## config.mk

```make
export PLATFORM = sky130hd
export DESIGN_NAME = sorted_key_table
export DESIGN_NICKNAME = d
export VERILOG_FILES = /design/src/design/skt_pkg.sv /design/src/design/skt_ctrl.sv /design/src/design/skt_datapath.sv /design/src/design/sorted_key_table.sv
export SDC_FILE = /design/constraint.sdc
export NUM_CORES = 1
export LEC_CHECK = 0
export BUFFER_PORTS_ARGS = -buffer_cell sky130_fd_sc_hd__buf_2
export CORE_UTILIZATION = 30
export DETAILED_ROUTE_END_ITERATION = 8
export PLACE_DENSITY = 0.47
export SLEW_MARGIN = 20
export SYNTH_ARGS = -nofsm -noshare
export SYNTH_HDL_FRONTEND = slang
export SYNTH_HIERARCHICAL = 1
export SYNTH_SLANG_ARGS = --single-unit
```

## constraint.sdc

```tcl
create_clock -name clk -period 13.2 [get_ports clk]
set_clock_uncertainty 0.2 [all_clocks]
set_input_delay 2.64 -clock clk [delete_from_list [all_inputs] [get_ports clk]]
set_output_delay 2.64 -clock clk [all_outputs]
set_load 0.01 [all_outputs]
```

## src/design/skt_pkg.sv

```systemverilog
// Shared types and constants for the sorted key table.
`default_nettype none

package skt_pkg;

  localparam int KEY_W = 17;
  localparam int REF_W = 16;
  localparam logic [KEY_W-1:0] KEY_MAX_VALID = 17'd99999;

  typedef enum logic [1:0] {
    CMD_INSERT = 2'd0,
    CMD_DELETE = 2'd1,
    CMD_CLEAR  = 2'd2,
    CMD_LIST   = 2'd3
  } cmd_t;

  typedef enum logic [2:0] {
    ST_OK        = 3'd0,
    ST_FULL      = 3'd1,
    ST_NOT_FOUND = 3'd2,
    ST_EMPTY     = 3'd3,
    ST_BAD_KEY   = 3'd4
  } status_t;

  typedef enum logic [2:0] {
    S_IDLE   = 3'd0,
    S_DECIDE = 3'd1,
    S_READ   = 3'd2,
    S_STEP   = 3'd3,
    S_PLACE  = 3'd4,
    S_PUT    = 3'd5,
    S_FINAL  = 3'd6
  } state_t;

  // Commands from the controller to the datapath.
  typedef struct packed {
    logic    load_in;
    logic    clr_count;
    logic    inc_count;
    logic    dec_count;
    logic    idx_to_top;
    logic    idx_to_zero;
    logic    idx_inc;
    logic    idx_dec;
    logic    rd_en;
    logic    wr_up;
    logic    wr_new_next;
    logic    wr_new_idx;
    logic    wr_down;
    logic    clr_found;
    logic    set_found;
    logic    set_status;
    status_t status;
    logic    load_entry;
    logic    load_final;
  } ctrl_t;

  // Status from the datapath to the controller.
  typedef struct packed {
    cmd_t cmd;
    logic key_ok;
    logic full;
    logic empty;
    logic at_top;
    logic at_zero;
    logic rd_ge;
    logic rd_eq;
    logic found;
    logic out_free;
  } stat_t;

endpackage

`default_nettype wire

```

## src/design/skt_ctrl.sv

```systemverilog
// Command sequencer for the sorted key table.
`default_nettype none

module skt_ctrl (
  input  wire logic           clk,
  input  wire logic           rst_n,
  input  wire logic           in_valid,
  output logic                in_ready,
  input  wire skt_pkg::stat_t stat,
  output skt_pkg::ctrl_t      ctrl
);

  skt_pkg::state_t state_r, state_nxt;

  always_ff @(posedge clk) begin
    if (!rst_n) begin
      state_r <= skt_pkg::S_IDLE;
    end else begin
      state_r <= state_nxt;
    end
  end

  always_comb begin
    state_nxt = state_r;
    case (state_r)
      skt_pkg::S_IDLE: begin
        if (in_valid) state_nxt = skt_pkg::S_DECIDE;
      end
      skt_pkg::S_DECIDE: begin
        case (stat.cmd)
          skt_pkg::CMD_INSERT: begin
            if (stat.full || !stat.key_ok) state_nxt = skt_pkg::S_FINAL;
            else if (stat.empty)           state_nxt = skt_pkg::S_PLACE;
            else                           state_nxt = skt_pkg::S_READ;
          end
          skt_pkg::CMD_DELETE: begin
            if (!stat.key_ok || stat.empty) state_nxt = skt_pkg::S_FINAL;
            else                            state_nxt = skt_pkg::S_READ;
          end
          skt_pkg::CMD_LIST: begin
            if (stat.empty) state_nxt = skt_pkg::S_FINAL;
            else            state_nxt = skt_pkg::S_READ;
          end
          default: state_nxt = skt_pkg::S_FINAL;
        endcase
      end
      skt_pkg::S_READ: state_nxt = skt_pkg::S_STEP;
      skt_pkg::S_STEP: begin
        case (stat.cmd)
          skt_pkg::CMD_INSERT: begin
            if (!stat.rd_ge)      state_nxt = skt_pkg::S_FINAL;
            else if (stat.at_zero) state_nxt = skt_pkg::S_PLACE;
            else                   state_nxt = skt_pkg::S_READ;
          end
          skt_pkg::CMD_DELETE: begin
            state_nxt = stat.at_top ? skt_pkg::S_FINAL : skt_pkg::S_READ;
          end
          skt_pkg::CMD_LIST: state_nxt = skt_pkg::S_PUT;
          default:           state_nxt = skt_pkg::S_IDLE;
        endcase
      end
      skt_pkg::S_PLACE: state_nxt = skt_pkg::S_FINAL;
      skt_pkg::S_PUT: begin
        if (stat.out_free) state_nxt = stat.at_top ? skt_pkg::S_IDLE : skt_pkg::S_READ;
      end
      skt_pkg::S_FINAL: begin
        if (stat.out_free) state_nxt = skt_pkg::S_IDLE;
      end
      default: state_nxt = skt_pkg::S_IDLE;
    endcase
  end

  always_comb begin
    ctrl     = '0;
    in_ready = 1'b0;
    case (state_r)
      skt_pkg::S_IDLE: begin
        in_ready     = 1'b1;
        ctrl.load_in = in_valid;
      end
      skt_pkg::S_DECIDE: begin
        ctrl.set_status = 1'b1;
        ctrl.status     = skt_pkg::ST_OK;
        case (stat.cmd)
          skt_pkg::CMD_INSERT: begin
            if (stat.full) begin
              ctrl.status = skt_pkg::ST_FULL;
            end else if (!stat.key_ok) begin
              ctrl.status = skt_pkg::ST_BAD_KEY;
            end else if (stat.empty) begin
              ctrl.idx_to_zero = 1'b1;
            end else begin
              ctrl.idx_to_top = 1'b1;
            end
          end
          skt_pkg::CMD_DELETE: begin
            if (!stat.key_ok) begin
              ctrl.status = skt_pkg::ST_BAD_KEY;
            end else if (stat.empty) begin
              ctrl.status = skt_pkg::ST_NOT_FOUND;
            end else begin
              ctrl.idx_to_zero = 1'b1;
              ctrl.clr_found   = 1'b1;
            end
          end
          skt_pkg::CMD_LIST: begin
            if (stat.empty) ctrl.status = skt_pkg::ST_EMPTY;
            else            ctrl.idx_to_zero = 1'b1;
          end
          default: ctrl.clr_count = 1'b1;
        endcase
      end
      skt_pkg::S_READ: ctrl.rd_en = 1'b1;
      skt_pkg::S_STEP: begin
        case (stat.cmd)
          skt_pkg::CMD_INSERT: begin
            if (stat.rd_ge) begin
              ctrl.wr_up   = 1'b1;
              ctrl.idx_dec = !stat.at_zero;
            end else begin
              ctrl.wr_new_next = 1'b1;
              ctrl.inc_count   = 1'b1;
            end
          end
          skt_pkg::CMD_DELETE: begin
            if (stat.found)      ctrl.wr_down   = 1'b1;
            else if (stat.rd_eq) ctrl.set_found = 1'b1;
            if (stat.at_top) begin
              ctrl.set_status = 1'b1;
              if (stat.found || stat.rd_eq) begin
                ctrl.dec_count = 1'b1;
                ctrl.status    = skt_pkg::ST_OK;
              end else begin
                ctrl.status = skt_pkg::ST_NOT_FOUND;
              end
            end else begin
              ctrl.idx_inc = 1'b1;
            end
          end
          default: ;
        endcase
      end
      skt_pkg::S_PLACE: begin
        ctrl.wr_new_idx = 1'b1;
        ctrl.inc_count  = 1'b1;
      end
      skt_pkg::S_PUT: begin
        if (stat.out_free) begin
          ctrl.load_entry = 1'b1;
          ctrl.idx_inc    = !stat.at_top;
        end
      end
      skt_pkg::S_FINAL: ctrl.load_final = stat.out_free;
      default: ;
    endcase
  end

endmodule

`default_nettype wire

```

## src/design/skt_datapath.sv

```systemverilog
// Entry memory, walk index, entry count and result register of the sorted key table.
`default_nettype none

module skt_datapath #(
  parameter int CAPACITY = 8
) (
  input  wire logic                       clk,
  input  wire logic                       rst_n,
  input  wire skt_pkg::ctrl_t             ctrl,
  input  wire logic [1:0]                 in_cmd,
  input  wire logic [skt_pkg::KEY_W-1:0]  in_key,
  input  wire logic [skt_pkg::REF_W-1:0]  in_ref,
  output skt_pkg::stat_t                  stat,
  output logic                            out_valid,
  input  wire logic                       out_ready,
  output logic [2:0]                      out_status,
  output logic [skt_pkg::KEY_W-1:0]       out_key,
  output logic [skt_pkg::REF_W-1:0]       out_ref,
  output logic                            out_last
);

  localparam int CNT_W = $clog2(CAPACITY + 1);
  localparam int AW    = (CAPACITY > 1) ? $clog2(CAPACITY) : 1;

  logic [skt_pkg::KEY_W-1:0] mem_key [CAPACITY];
  logic [skt_pkg::REF_W-1:0] mem_ref [CAPACITY];

  skt_pkg::cmd_t             cmd_r;
  skt_pkg::status_t          res_st_r;
  logic [skt_pkg::KEY_W-1:0] key_r, rd_key_r;
  logic [skt_pkg::REF_W-1:0] ref_r, rd_ref_r;
  logic [CNT_W-1:0]          count_r, idx_r;
  logic                      found_r;
  logic                      out_valid_r;

  logic [CNT_W-1:0]          count_m1, wr_addr;
  logic                      wr_en, out_free;
  logic [skt_pkg::KEY_W-1:0] wr_key;
  logic [skt_pkg::REF_W-1:0] wr_ref;

  assign count_m1 = count_r - CNT_W'(1);
  assign out_free = !out_valid_r || out_ready;

  always_comb begin
    stat.cmd      = cmd_r;
    stat.key_ok   = (key_r != '0) && (key_r <= skt_pkg::KEY_MAX_VALID);
    stat.full     = (count_r == CNT_W'(CAPACITY));
    stat.empty    = (count_r == '0);
    stat.at_top   = (idx_r == count_m1);
    stat.at_zero  = (idx_r == '0);
    stat.rd_ge    = (rd_key_r >= key_r);
    stat.rd_eq    = (rd_key_r == key_r);
    stat.found    = found_r;
    stat.out_free = out_free;
  end

  // Shifts move the entry just read; new entries take the latched request.
  always_comb begin
    wr_en   = ctrl.wr_up || ctrl.wr_new_next || ctrl.wr_new_idx || ctrl.wr_down;
    wr_addr = idx_r;
    if (ctrl.wr_up || ctrl.wr_new_next) wr_addr = idx_r + CNT_W'(1);
    else if (ctrl.wr_down)              wr_addr = idx_r - CNT_W'(1);
    if (ctrl.wr_up || ctrl.wr_down) begin
      wr_key = rd_key_r;
      wr_ref = rd_ref_r;
    end else begin
      wr_key = key_r;
      wr_ref = ref_r;
    end
  end

  always_ff @(posedge clk) begin
    if (wr_en) begin
      mem_key[wr_addr[AW-1:0]] <= wr_key;
      mem_ref[wr_addr[AW-1:0]] <= wr_ref;
    end
    if (ctrl.rd_en) begin
      rd_key_r <= mem_key[idx_r[AW-1:0]];
      rd_ref_r <= mem_ref[idx_r[AW-1:0]];
    end
  end

  always_ff @(posedge clk) begin
    if (ctrl.load_in) begin
      cmd_r <= skt_pkg::cmd_t'(in_cmd);
      key_r <= in_key;
      ref_r <= in_ref;
    end
    if (ctrl.set_status) res_st_r <= ctrl.status;
    if (ctrl.load_entry) begin
      out_status <= skt_pkg::ST_OK;
      out_key    <= rd_key_r;
      out_ref    <= rd_ref_r;
      out_last   <= stat.at_top;
    end else if (ctrl.load_final) begin
      out_status <= res_st_r;
      out_key    <= key_r;
      out_ref    <= '0;
      out_last   <= 1'b1;
    end
  end

  always_ff @(posedge clk) begin
    if (!rst_n) begin
      count_r     <= '0;
      idx_r       <= '0;
      found_r     <= 1'b0;
      out_valid_r <= 1'b0;
    end else begin
      if (ctrl.clr_count)      count_r <= '0;
      else if (ctrl.inc_count) count_r <= count_r + CNT_W'(1);
      else if (ctrl.dec_count) count_r <= count_m1;

      if (ctrl.idx_to_top)       idx_r <= count_m1;
      else if (ctrl.idx_to_zero) idx_r <= '0;
      else if (ctrl.idx_inc)     idx_r <= idx_r + CNT_W'(1);
      else if (ctrl.idx_dec)     idx_r <= idx_r - CNT_W'(1);

      if (ctrl.clr_found)      found_r <= 1'b0;
      else if (ctrl.set_found) found_r <= 1'b1;

      if (ctrl.load_entry || ctrl.load_final) out_valid_r <= 1'b1;
      else if (out_ready)                     out_valid_r <= 1'b0;
    end
  end

  assign out_valid = out_valid_r;

  a_count_bound: assert property (@(posedge clk) disable iff (!rst_n)
    count_r <= CNT_W'(CAPACITY))
    else $error("entry count beyond capacity");

  a_no_overflow: assert property (@(posedge clk) disable iff (!rst_n)
    ctrl.inc_count |-> !stat.full)
    else $error("insert into a full table");

  a_wr_in_range: assert property (@(posedge clk) disable iff (!rst_n)
    wr_en |-> (wr_addr < CNT_W'(CAPACITY)))
    else $error("write beyond table");

  a_load_free: assert property (@(posedge clk) disable iff (!rst_n)
    (ctrl.load_entry || ctrl.load_final) |-> out_free)
    else $error("result loaded over a pending one");

endmodule

`default_nettype wire

```

## src/design/sorted_key_table.sv

```systemverilog
// Top level of the sorted key table: stream ports, controller and datapath.
// Clear and rejected requests go straight to their result; insert walks down from the top,
//   shifting each larger entry up, and delete walks every stored entry.
// List: one result per stored entry, each read from the table in turn.
// Requests are taken one at a time; output stalls hold back the list and final results.
// Reset (rst_n low, synchronous): table empty, no result pending, controller idle.
`default_nettype none

module sorted_key_table #(
  parameter int CAPACITY = 8
) (
  input  wire logic        clk,
  input  wire logic        rst_n,
  input  wire logic        in_tvalid,
  output logic             in_tready,
  input  wire logic [39:0] in_tdata,   // [16:0] key, [32:17] record_ref, [39:33] zero
  input  wire logic [1:0]  in_tuser,   // [1:0] cmd
  output logic             out_tvalid,
  input  wire logic        out_tready,
  output logic [39:0]      out_tdata,  // [16:0] out_key, [32:17] out_ref, [39:33] zero
  output logic [2:0]       out_tuser,  // [2:0] status
  output logic             out_tlast   // final result of the request
);

  skt_pkg::ctrl_t ctrl;
  skt_pkg::stat_t stat;

  logic [skt_pkg::KEY_W-1:0] res_key;
  logic [skt_pkg::REF_W-1:0] res_ref;

  // Sequence each request: decide, walk the table, then hand the result over.
  skt_ctrl u_ctrl (
    .clk      (clk),
    .rst_n    (rst_n),
    .in_valid (in_tvalid),
    .in_ready (in_tready),
    .stat     (stat),
    .ctrl     (ctrl)
  );

  // Hold the entries, walk index and count; the output register parts the two sides,
  // so a new request is taken while a finished result still waits.
  skt_datapath #(
    .CAPACITY (CAPACITY)
  ) u_dp (
    .clk        (clk),
    .rst_n      (rst_n),
    .ctrl       (ctrl),
    .in_cmd     (in_tuser),
    .in_key     (in_tdata[16:0]),
    .in_ref     (in_tdata[32:17]),
    .stat       (stat),
    .out_valid  (out_tvalid),
    .out_ready  (out_tready),
    .out_status (out_tuser),
    .out_key    (res_key),
    .out_ref    (res_ref),
    .out_last   (out_tlast)
  );

  // Pack the result fields, low field first, zero fill to whole bytes.
  assign out_tdata = {7'd0, res_ref, res_key};

endmodule

`default_nettype wire
```

==> metrics, run 1 <==
CTS Hold Bufs 0; Startpoint Class flop; Resize count post-CTS 0; slowest stage cell, crit path nor2_4; number of synthesized flops with an enable pin 369; CTS buffer count 44; share of layout cells above drive strength 1 24.1%; Power Density 169 nW/um^2; global-route wire length before repair 52,700 um; fin util 35.1%; Leakage 6.14 nW; synth unique cells 58; FILL cells 4,949; die width 233 um; most common cell after layout, fill and taps aside edfxtp_1; Hold Path Class flop to flop; asr flop ratio synth 0%; DR vias/cell 4.68; placed instance area 17,200 um^2; Die Y 233 um; CP Buf/Inv Count 2; CP Cell Sequence inv_1, ha_1, nand4_1, nor3_1, nand3_1, o211ai_1, and3_1, or2_0, nor2_1, a21oi_1, xnor2_1, nor2_4, buf_4; setup_tns 0 ns; pre-CTS setup slack 7.76 ns; DR WL/cell 21.4 um; reg2reg setup slack 7.99 ns; worst vdd ir 0.0775 mV; GR Util met3 2.22%; global routing's busiest layer met2; post-CTS setup buffers 0; CP max FO 20; post-synthesis sequential area ratio 71.3%; cell family with most CP delay simple AND/OR/NAND/NOR gates; die area 54,200 um^2; Hold Path Origin u_dp/res_st_r[1]$_DFFE_PP_; crit path capture type flop; Worst R2R Start u_dp/key_r[13]$_DFFE_PP_; Sink Count 385; final instance area 18,500 um^2; Final Hold Vio Count 0; clock slew at reported path FFs 0.05 ns; number of I/O pins 92; Syn Std Cell Area 16,000 um^2; Power Total 3.12 mW; Core Rows 84; drc violations 0; vias in the first global route 8,166; RSZ-0062 raised after global routing no; Layout area overhead 15.5%; Hold Path Cell Cnt 2; Pins Over Slew Limit 0; CTS Root Cell clkbuf_16; synth top area cells edfxtp_1, mux4_1, mux2_2; CTS tree built; status completed; most used flip-flop cell after synthesis edfxtp_1; Detailed Place HPWL 19,800 um; DRT Wirelength 35,800 um; Tcrit/Tclk final 39.5%; number of max-cap violations 0; largest net degree at the start of global routing 56; Setup WS post-layout 7.99 ns; kind of critical path flop to flop; Detailed Routing Iterations Pass 1 5; Synth Register Bits 385; Synth top area share 69.3%; synth warn 6; M1 GR Usage 18.2%; drt first-iter violations 475; number of port buffers 77; Initial Util 30.4%; slowest stage delay, CP 0.65 ns; WHS 0.295 ns; GPL Wtd Cong 0.752; total placed cells including tap cells 1,603; Req. time, crit path 13.20 ns; crit path DAT 5.21 ns; routed vias 7,852; final setup violating endpoints 0; grt total ovfl 0; CTS Buffer Depth 3; Rel. slew slack 31.6%; r2r endpoint u_dp/mem_key[1][2]$_DFFE_PP_; initial antenna violation count 0; largest area contributor in the netlist edfxtp_1; final net count 1,028; Post-Layout Cell Count 1,677; insertion delay to the later sink of the worst-skew pair 0.56 ns; Reg2Reg Depth 13; Period minus WS final 5.21 ns; Core Footprint 52,600 um^2; Tot GR Track Use 13.4%; leading cell types in the layout, fill and taps excluded edfxtp_1, buf_2, mux2_2, mux4_1; measured slew at the worst slew-check pin 1.03 ns; met2 GRT Util 22.0%; number of cells produced by synthesis 862; mean area per synthesized cell 18.5 um^2; Max H-tree Level 2; fmax 0.192 GHz; Hold Path Sink u_dp/out_status[1]$_SDFFE_PP0P_; Routed Antenna Nets 0
kinds of logic (layout without fill, tap and decap cells):
kind of cell    after synthesis  after routing  synth area share (%)
other cells                   1              8                0.0235
simple gates                158            158                  5.03
mux                         136            136                  15.8
buf+inv                      72            192                  2.44
fa+ha+maj                    21             21                  1.64
flops                       385            385                  71.3
compound gates               77             77                  3.10
xor+xnor                     12             12                 0.658
flip-flops by register name, indices dropped and copies added (netlist names), 16 cells and up:
signal and flops:
u_dp/mem_key 136, u_dp/key_r 17, u_dp/rd_ref_r 16, u_dp/out_ref 16, u_dp/ref_r 16, u_dp/rd_key_r 17
u_dp/out_key 17, u_dp/mem_ref 128
cells in the mapped netlist, types with 3 or more instances:
cell and n:
mux4_1 66, edfxtp_1 369, ha_1 21, a21oi_1 17, buf_4 10, xnor2_1 6
nand2b_1 7, xor2_1 6, a21o_1 4, mux2i_1 3, dfxtp_1 16, clkbuf_1 12
buf_6 7, buf_2 14, and2_1 19, nand2_1 44, nor3b_1 7, a31oi_1 5
nor2_1 37, and3b_1 3, o21ai_0 28, nor4_1 4, nand3_1 9, inv_1 28
nor3_1 8, nand4_1 5, a211oi_1 3, o211ai_1 3, mux2_2 67
layout make-up:
class                   instances  area (um^2)  area share (%)
clock inverters                23          171           0.928
well taps                     688          861            4.66
inverters                      28          105           0.569
clock buffers                  50         1120            6.09
flip-flops and latches        385        11400            61.8
repair buffers                 91          490            2.66
multi-input cells             411         4300            23.3
diodes                          1         2.50          0.0136
power breakdown:
| group | switching [mW] | internal (mW) |
|---|---|---|
| combinational | 0.246 | 0.187 |
| sequential | 0.0797 | 1.50 |
| clock | 0.468 | 0.645 |
| total | 0.794 | 2.33 |
worst max-delay path by stage:
stage	from	endpoint	depth (start not counted)
floorplan	out_tready	u_dp/out_key[0]$_DFFE_PP_	6
global placement	out_tready	u_dp/out_ref[4]$_SDFFCE_PN0P_	7
detailed placement	out_tready	u_dp/out_ref[4]$_SDFFCE_PN0P_	7
CTS	u_dp/key_r[13]$_DFFE_PP_	u_dp/mem_key[1][2]$_DFFE_PP_	13
global route	u_dp/key_r[15]$_DFFE_PP_	u_dp/mem_key[1][2]$_DFFE_PP_	13
finish	u_dp/key_r[13]$_DFFE_PP_	u_dp/mem_key[1][2]$_DFFE_PP_	13
worst min-delay path, delay by kind of cell (launching register included):
| family | cells | cell delay, ns |
|---|---|---|
| DFF | 1 | 0.32 |
| muxes | 1 | 0.07 |
| and+or+nand+nor | 1 | 0.07 |
routing by layer:
metal | part of all wire, % | vias up
met2 | 48 | 123
met4 | 1.7 | 0
met1 | 47 | 4030
li1 | - | 3659
met5 | 0 | -
met3 | 3.2 | 40
Power figures use the tool's default switching activity.
==> run 2, diff against run 1 <==
--- a/config.mk
+++ b/config.mk
@@ -5,10 +5,11 @@
 export SDC_FILE = /design/constraint.sdc
 export NUM_CORES = 1
 export LEC_CHECK = 0
+export ABC_AREA = 1
 export BUFFER_PORTS_ARGS = -buffer_cell sky130_fd_sc_hd__buf_2
 export CORE_UTILIZATION = 30
 export DETAILED_ROUTE_END_ITERATION = 8
-export PLACE_DENSITY = 0.47
+export PLACE_DENSITY = 0.49
 export SLEW_MARGIN = 20
 export SYNTH_ARGS = -nofsm -noshare
 export SYNTH_HDL_FRONTEND = slang
==> constraint.sdc (replaced) <==
create_clock -name clk -period 4.5 [get_ports clk]
set_clock_uncertainty 0.2 [all_clocks]
set_input_delay 0.9 -clock clk [delete_from_list [all_inputs] [get_ports clk]]
set_output_delay 0.9 -clock clk [all_outputs]
set_load 0.01 [all_outputs]
==> metrics, run 2 <==
status finished with violations (was completed); failing checks design-rule violations; CP max FO 22 (was 20); Die Y 234 um (was 233 um); initial antenna violation count 0 (unchanged); Period minus WS final 3.85 ns (was 5.21 ns); Core Footprint 52,900 um^2 (was 52,600 um^2); synth unique cells 40 (was 58); number of port buffers 77 (unchanged); worst vdd ir 0.297 mV (was 0.0775 mV); number of diodes 0 (was 1); CTS Hold Bufs 0 (unchanged); Req. time, crit path 4.51 ns (was 13.20 ns); Core Rows 84 (unchanged); largest net degree at the start of global routing 98 (was 56); clock slew at reported path FFs 0.06 ns (was 0.05 ns); Resize count post-CTS 0 (unchanged); measured slew at the worst slew-check pin 1.03 ns (about the same); Synth top cells by count edfxtp_1, nand2_1, nor2_1, o21ai_0, inv_1 (was edfxtp_1, mux2_2, mux4_1, nand2_1, nor2_1); vias in the first global route 9,940 (was 8,166); CTS tree built (unchanged); Leakage 6.79 nW (was 6.14 nW); top-count cell post-synth edfxtp_1 (unchanged); CP most frequent cell nand2_1; asr flop ratio synth 0% (unchanged); slowest stage delay, CP 0.50 ns (was 0.65 ns); number of max-cap violations 0 (unchanged); max reg flops 136 (unchanged); crit path DAT 3.86 ns (was 5.21 ns); die width 234 um (was 233 um); grt total ovfl 0 (unchanged); fmax 0.259 GHz (was 0.192 GHz); die area 54,700 um^2 (was 54,200 um^2); DR WL/cell 18.0 um (was 21.4 um); number of synthesized flops with an enable pin 369 (unchanged); Setup WS post-layout 0.645 ns (was 7.99 ns); Final Hold Vio Count 0 (unchanged); final setup violating endpoints 0 (unchanged); Power Total 11.8 mW (was 3.12 mW); number of I/O pins 92 (unchanged); most common cell after layout, fill and taps aside edfxtp_1 (unchanged); final net count 1,499 (was 1,028); Initial Util 30.5% (was 30.4%); Detailed Place HPWL 21,600 um (was 19,800 um); Synth top area share 68.6% (was 69.3%); CTS Buffer Depth 3 (unchanged); Max H-tree Level 2 (unchanged); post-synthesis sequential area ratio 70.6% (was 71.3%); Layout area overhead 15.8% (was 15.5%); DRT Wirelength 38,800 um (was 35,800 um); Rel. slew slack 31.4% (was 31.6%); most used flip-flop cell after synthesis edfxtp_1 (unchanged); CP Cell Sequence ha_1, nand2_1, nor2_1, nand2_1, nor2_1, nand2_1, nand4_1, inv_1, nor3_1, nor2_1, o21ai_0, nand2_1, nor2_4, buf_4 (was inv_1, ha_1, nand4_1, nor3_1, nand3_1, o211ai_1, and3_1, or2_0, nor2_1, a21oi_1, xnor2_1, nor2_4, buf_4); synth warn 6 (unchanged); Tcrit/Tclk final 85.7% (was 39.5%); global-route wire length before repair 59,300 um (was 52,700 um); Hold Path Class flop to flop (unchanged); kind of critical path flop to flop (unchanged); Syn Std Cell Area 16,100 um^2 (was 16,000 um^2); leading cell types in the layout, fill and taps excluded edfxtp_1, nand2_1, nor2_1, o21ai_0, inv_1 (was edfxtp_1, buf_2, mux2_2, mux4_1); RSZ-0062 raised after global routing no (unchanged); Pins Over Slew Limit 0 (unchanged); setup_tns 0 ns (unchanged); Detailed Routing Iterations Pass 1 9 (was 5); crit path capture type flop (unchanged); DR vias/cell 4.75 (was 4.68); slowest stage cell, crit path edfxtp_1 (was nor2_4); WHS 0.275 ns (was 0.295 ns); Startpoint Class flop (unchanged); pre-CTS setup slack 0.673 ns (was 7.76 ns); CTS Root Cell clkbuf_16 (unchanged); routed vias 10,200 (was 7,852); number of cells produced by synthesis 1,352 (was 862); Tot GR Track Use 14.4% (was 13.4%); insertion delay to the later sink of the worst-skew pair 0.58 ns (was 0.56 ns); largest area contributor in the netlist edfxtp_1 (unchanged); share of layout cells above drive strength 1 14.6% (was 24.1%); drt first-iter violations 799 (was 475); Power Density 633 nW/um^2 (was 169 nW/um^2); synth top area cells edfxtp_1, nand2_1, nor2_1 (was edfxtp_1, mux4_1, mux2_2); post-CTS setup buffers 0 (unchanged); GPL Wtd Cong 0.831 (was 0.752); mean area per synthesized cell 11.9 um^2 (was 18.5 um^2); Sink Count 385 (unchanged); Routed Antenna Nets 0 (unchanged); CTS buffer count 43 (was 44); drc violations 9 (was 0); Synth Register Bits 385 (unchanged); fin util 35.4% (was 35.1%)
[run 2: metrics by stage]
step | instances | cell area, um^2
after floorplan | 1358 | 16200
after global placement | 2075 | 17300
after detailed placement | 2075 | 17300
after CTS | 2149 | 18700
after global routing | 2149 | 18700
final | 2149 | 18700
[run 2: per-layer routing]
metal	vias to the layer above	GRT usage, %	wire length (um)
met3	52	3.00	2070
li1	4928	-	-
met2	240	23.1	17700
met5	-	0	0
met4	0	3.96	745
met1	4988	19.8	18300
[run 2: layout make-up]
type                            count  area (um^2)
Multi-Input combinational cell    804         4080
Inverter                           95          358
Timing Repair Buffer              103          643
Sequential cell                   385        11400
Tap cell                          688          861
Clock buffer                       50         1130
Clock inverter                     24          219
Fill cell                        5176        34200
[run 2: logic make-up (layout without fill, tap and decap cells)]
kind of cell / count (synthesis) / in the layout / synth area share, %
and+or+nand+nor: 476 / 476 / 12.1
DFF: 385 / 385 / 70.6
AOI/OAI and AO/OA: 280 / 280 / 9.56
buffers and inverters: 169 / 272 / 4.76
adders and majority gates: 21 / 21 / 1.63
muxes: 16 / 16 / 1.12
xor gates and xnor gates: 4 / 4 / 0.217
other: 1 / 7 / 0.0232
[run 2: final timing paths]
path / startpoint / end / slack [ns] / cells past startpoint
worst min register to register: u_dp/res_st_r[2]$_DFFE_PP_ / u_dp/out_status[2]$_SDFFE_PP0P_ / 0.28 / 2
worst max register to register: u_dp/rd_key_r[16]$_DFFE_PP_ / u_dp/mem_key[1][9]$_DFFE_PP_ / 0.65 / 14
worst min-delay path: u_dp/res_st_r[2]$_DFFE_PP_ / u_dp/out_status[2]$_SDFFE_PP0P_ / 0.28 / 2
worst max-delay path: u_dp/rd_key_r[16]$_DFFE_PP_ / u_dp/mem_key[1][9]$_DFFE_PP_ / 0.65 / 14
[run 2: report_power, final]
group	internal, mW	total [mW]	switching [mW]	leakage [nW]
Clock	1.97	3.40	1.43	0.661
Sequential	4.77	5.06	0.288	3.48
Combinational	1.02	3.38	2.35	2.65
Total	7.76	11.8	4.08	6.79
[run 2: critical path, delay by kind of cell (launching register included)]
family / cells / cell delay, ns
AOI/OAI and AO/OA: 1 / 0.37
adders and majority gates: 1 / 0.37
buffers and inverters: 2 / 0.50
DFF: 1 / 0.50
and+or+nand+nor: 10 / 1.52
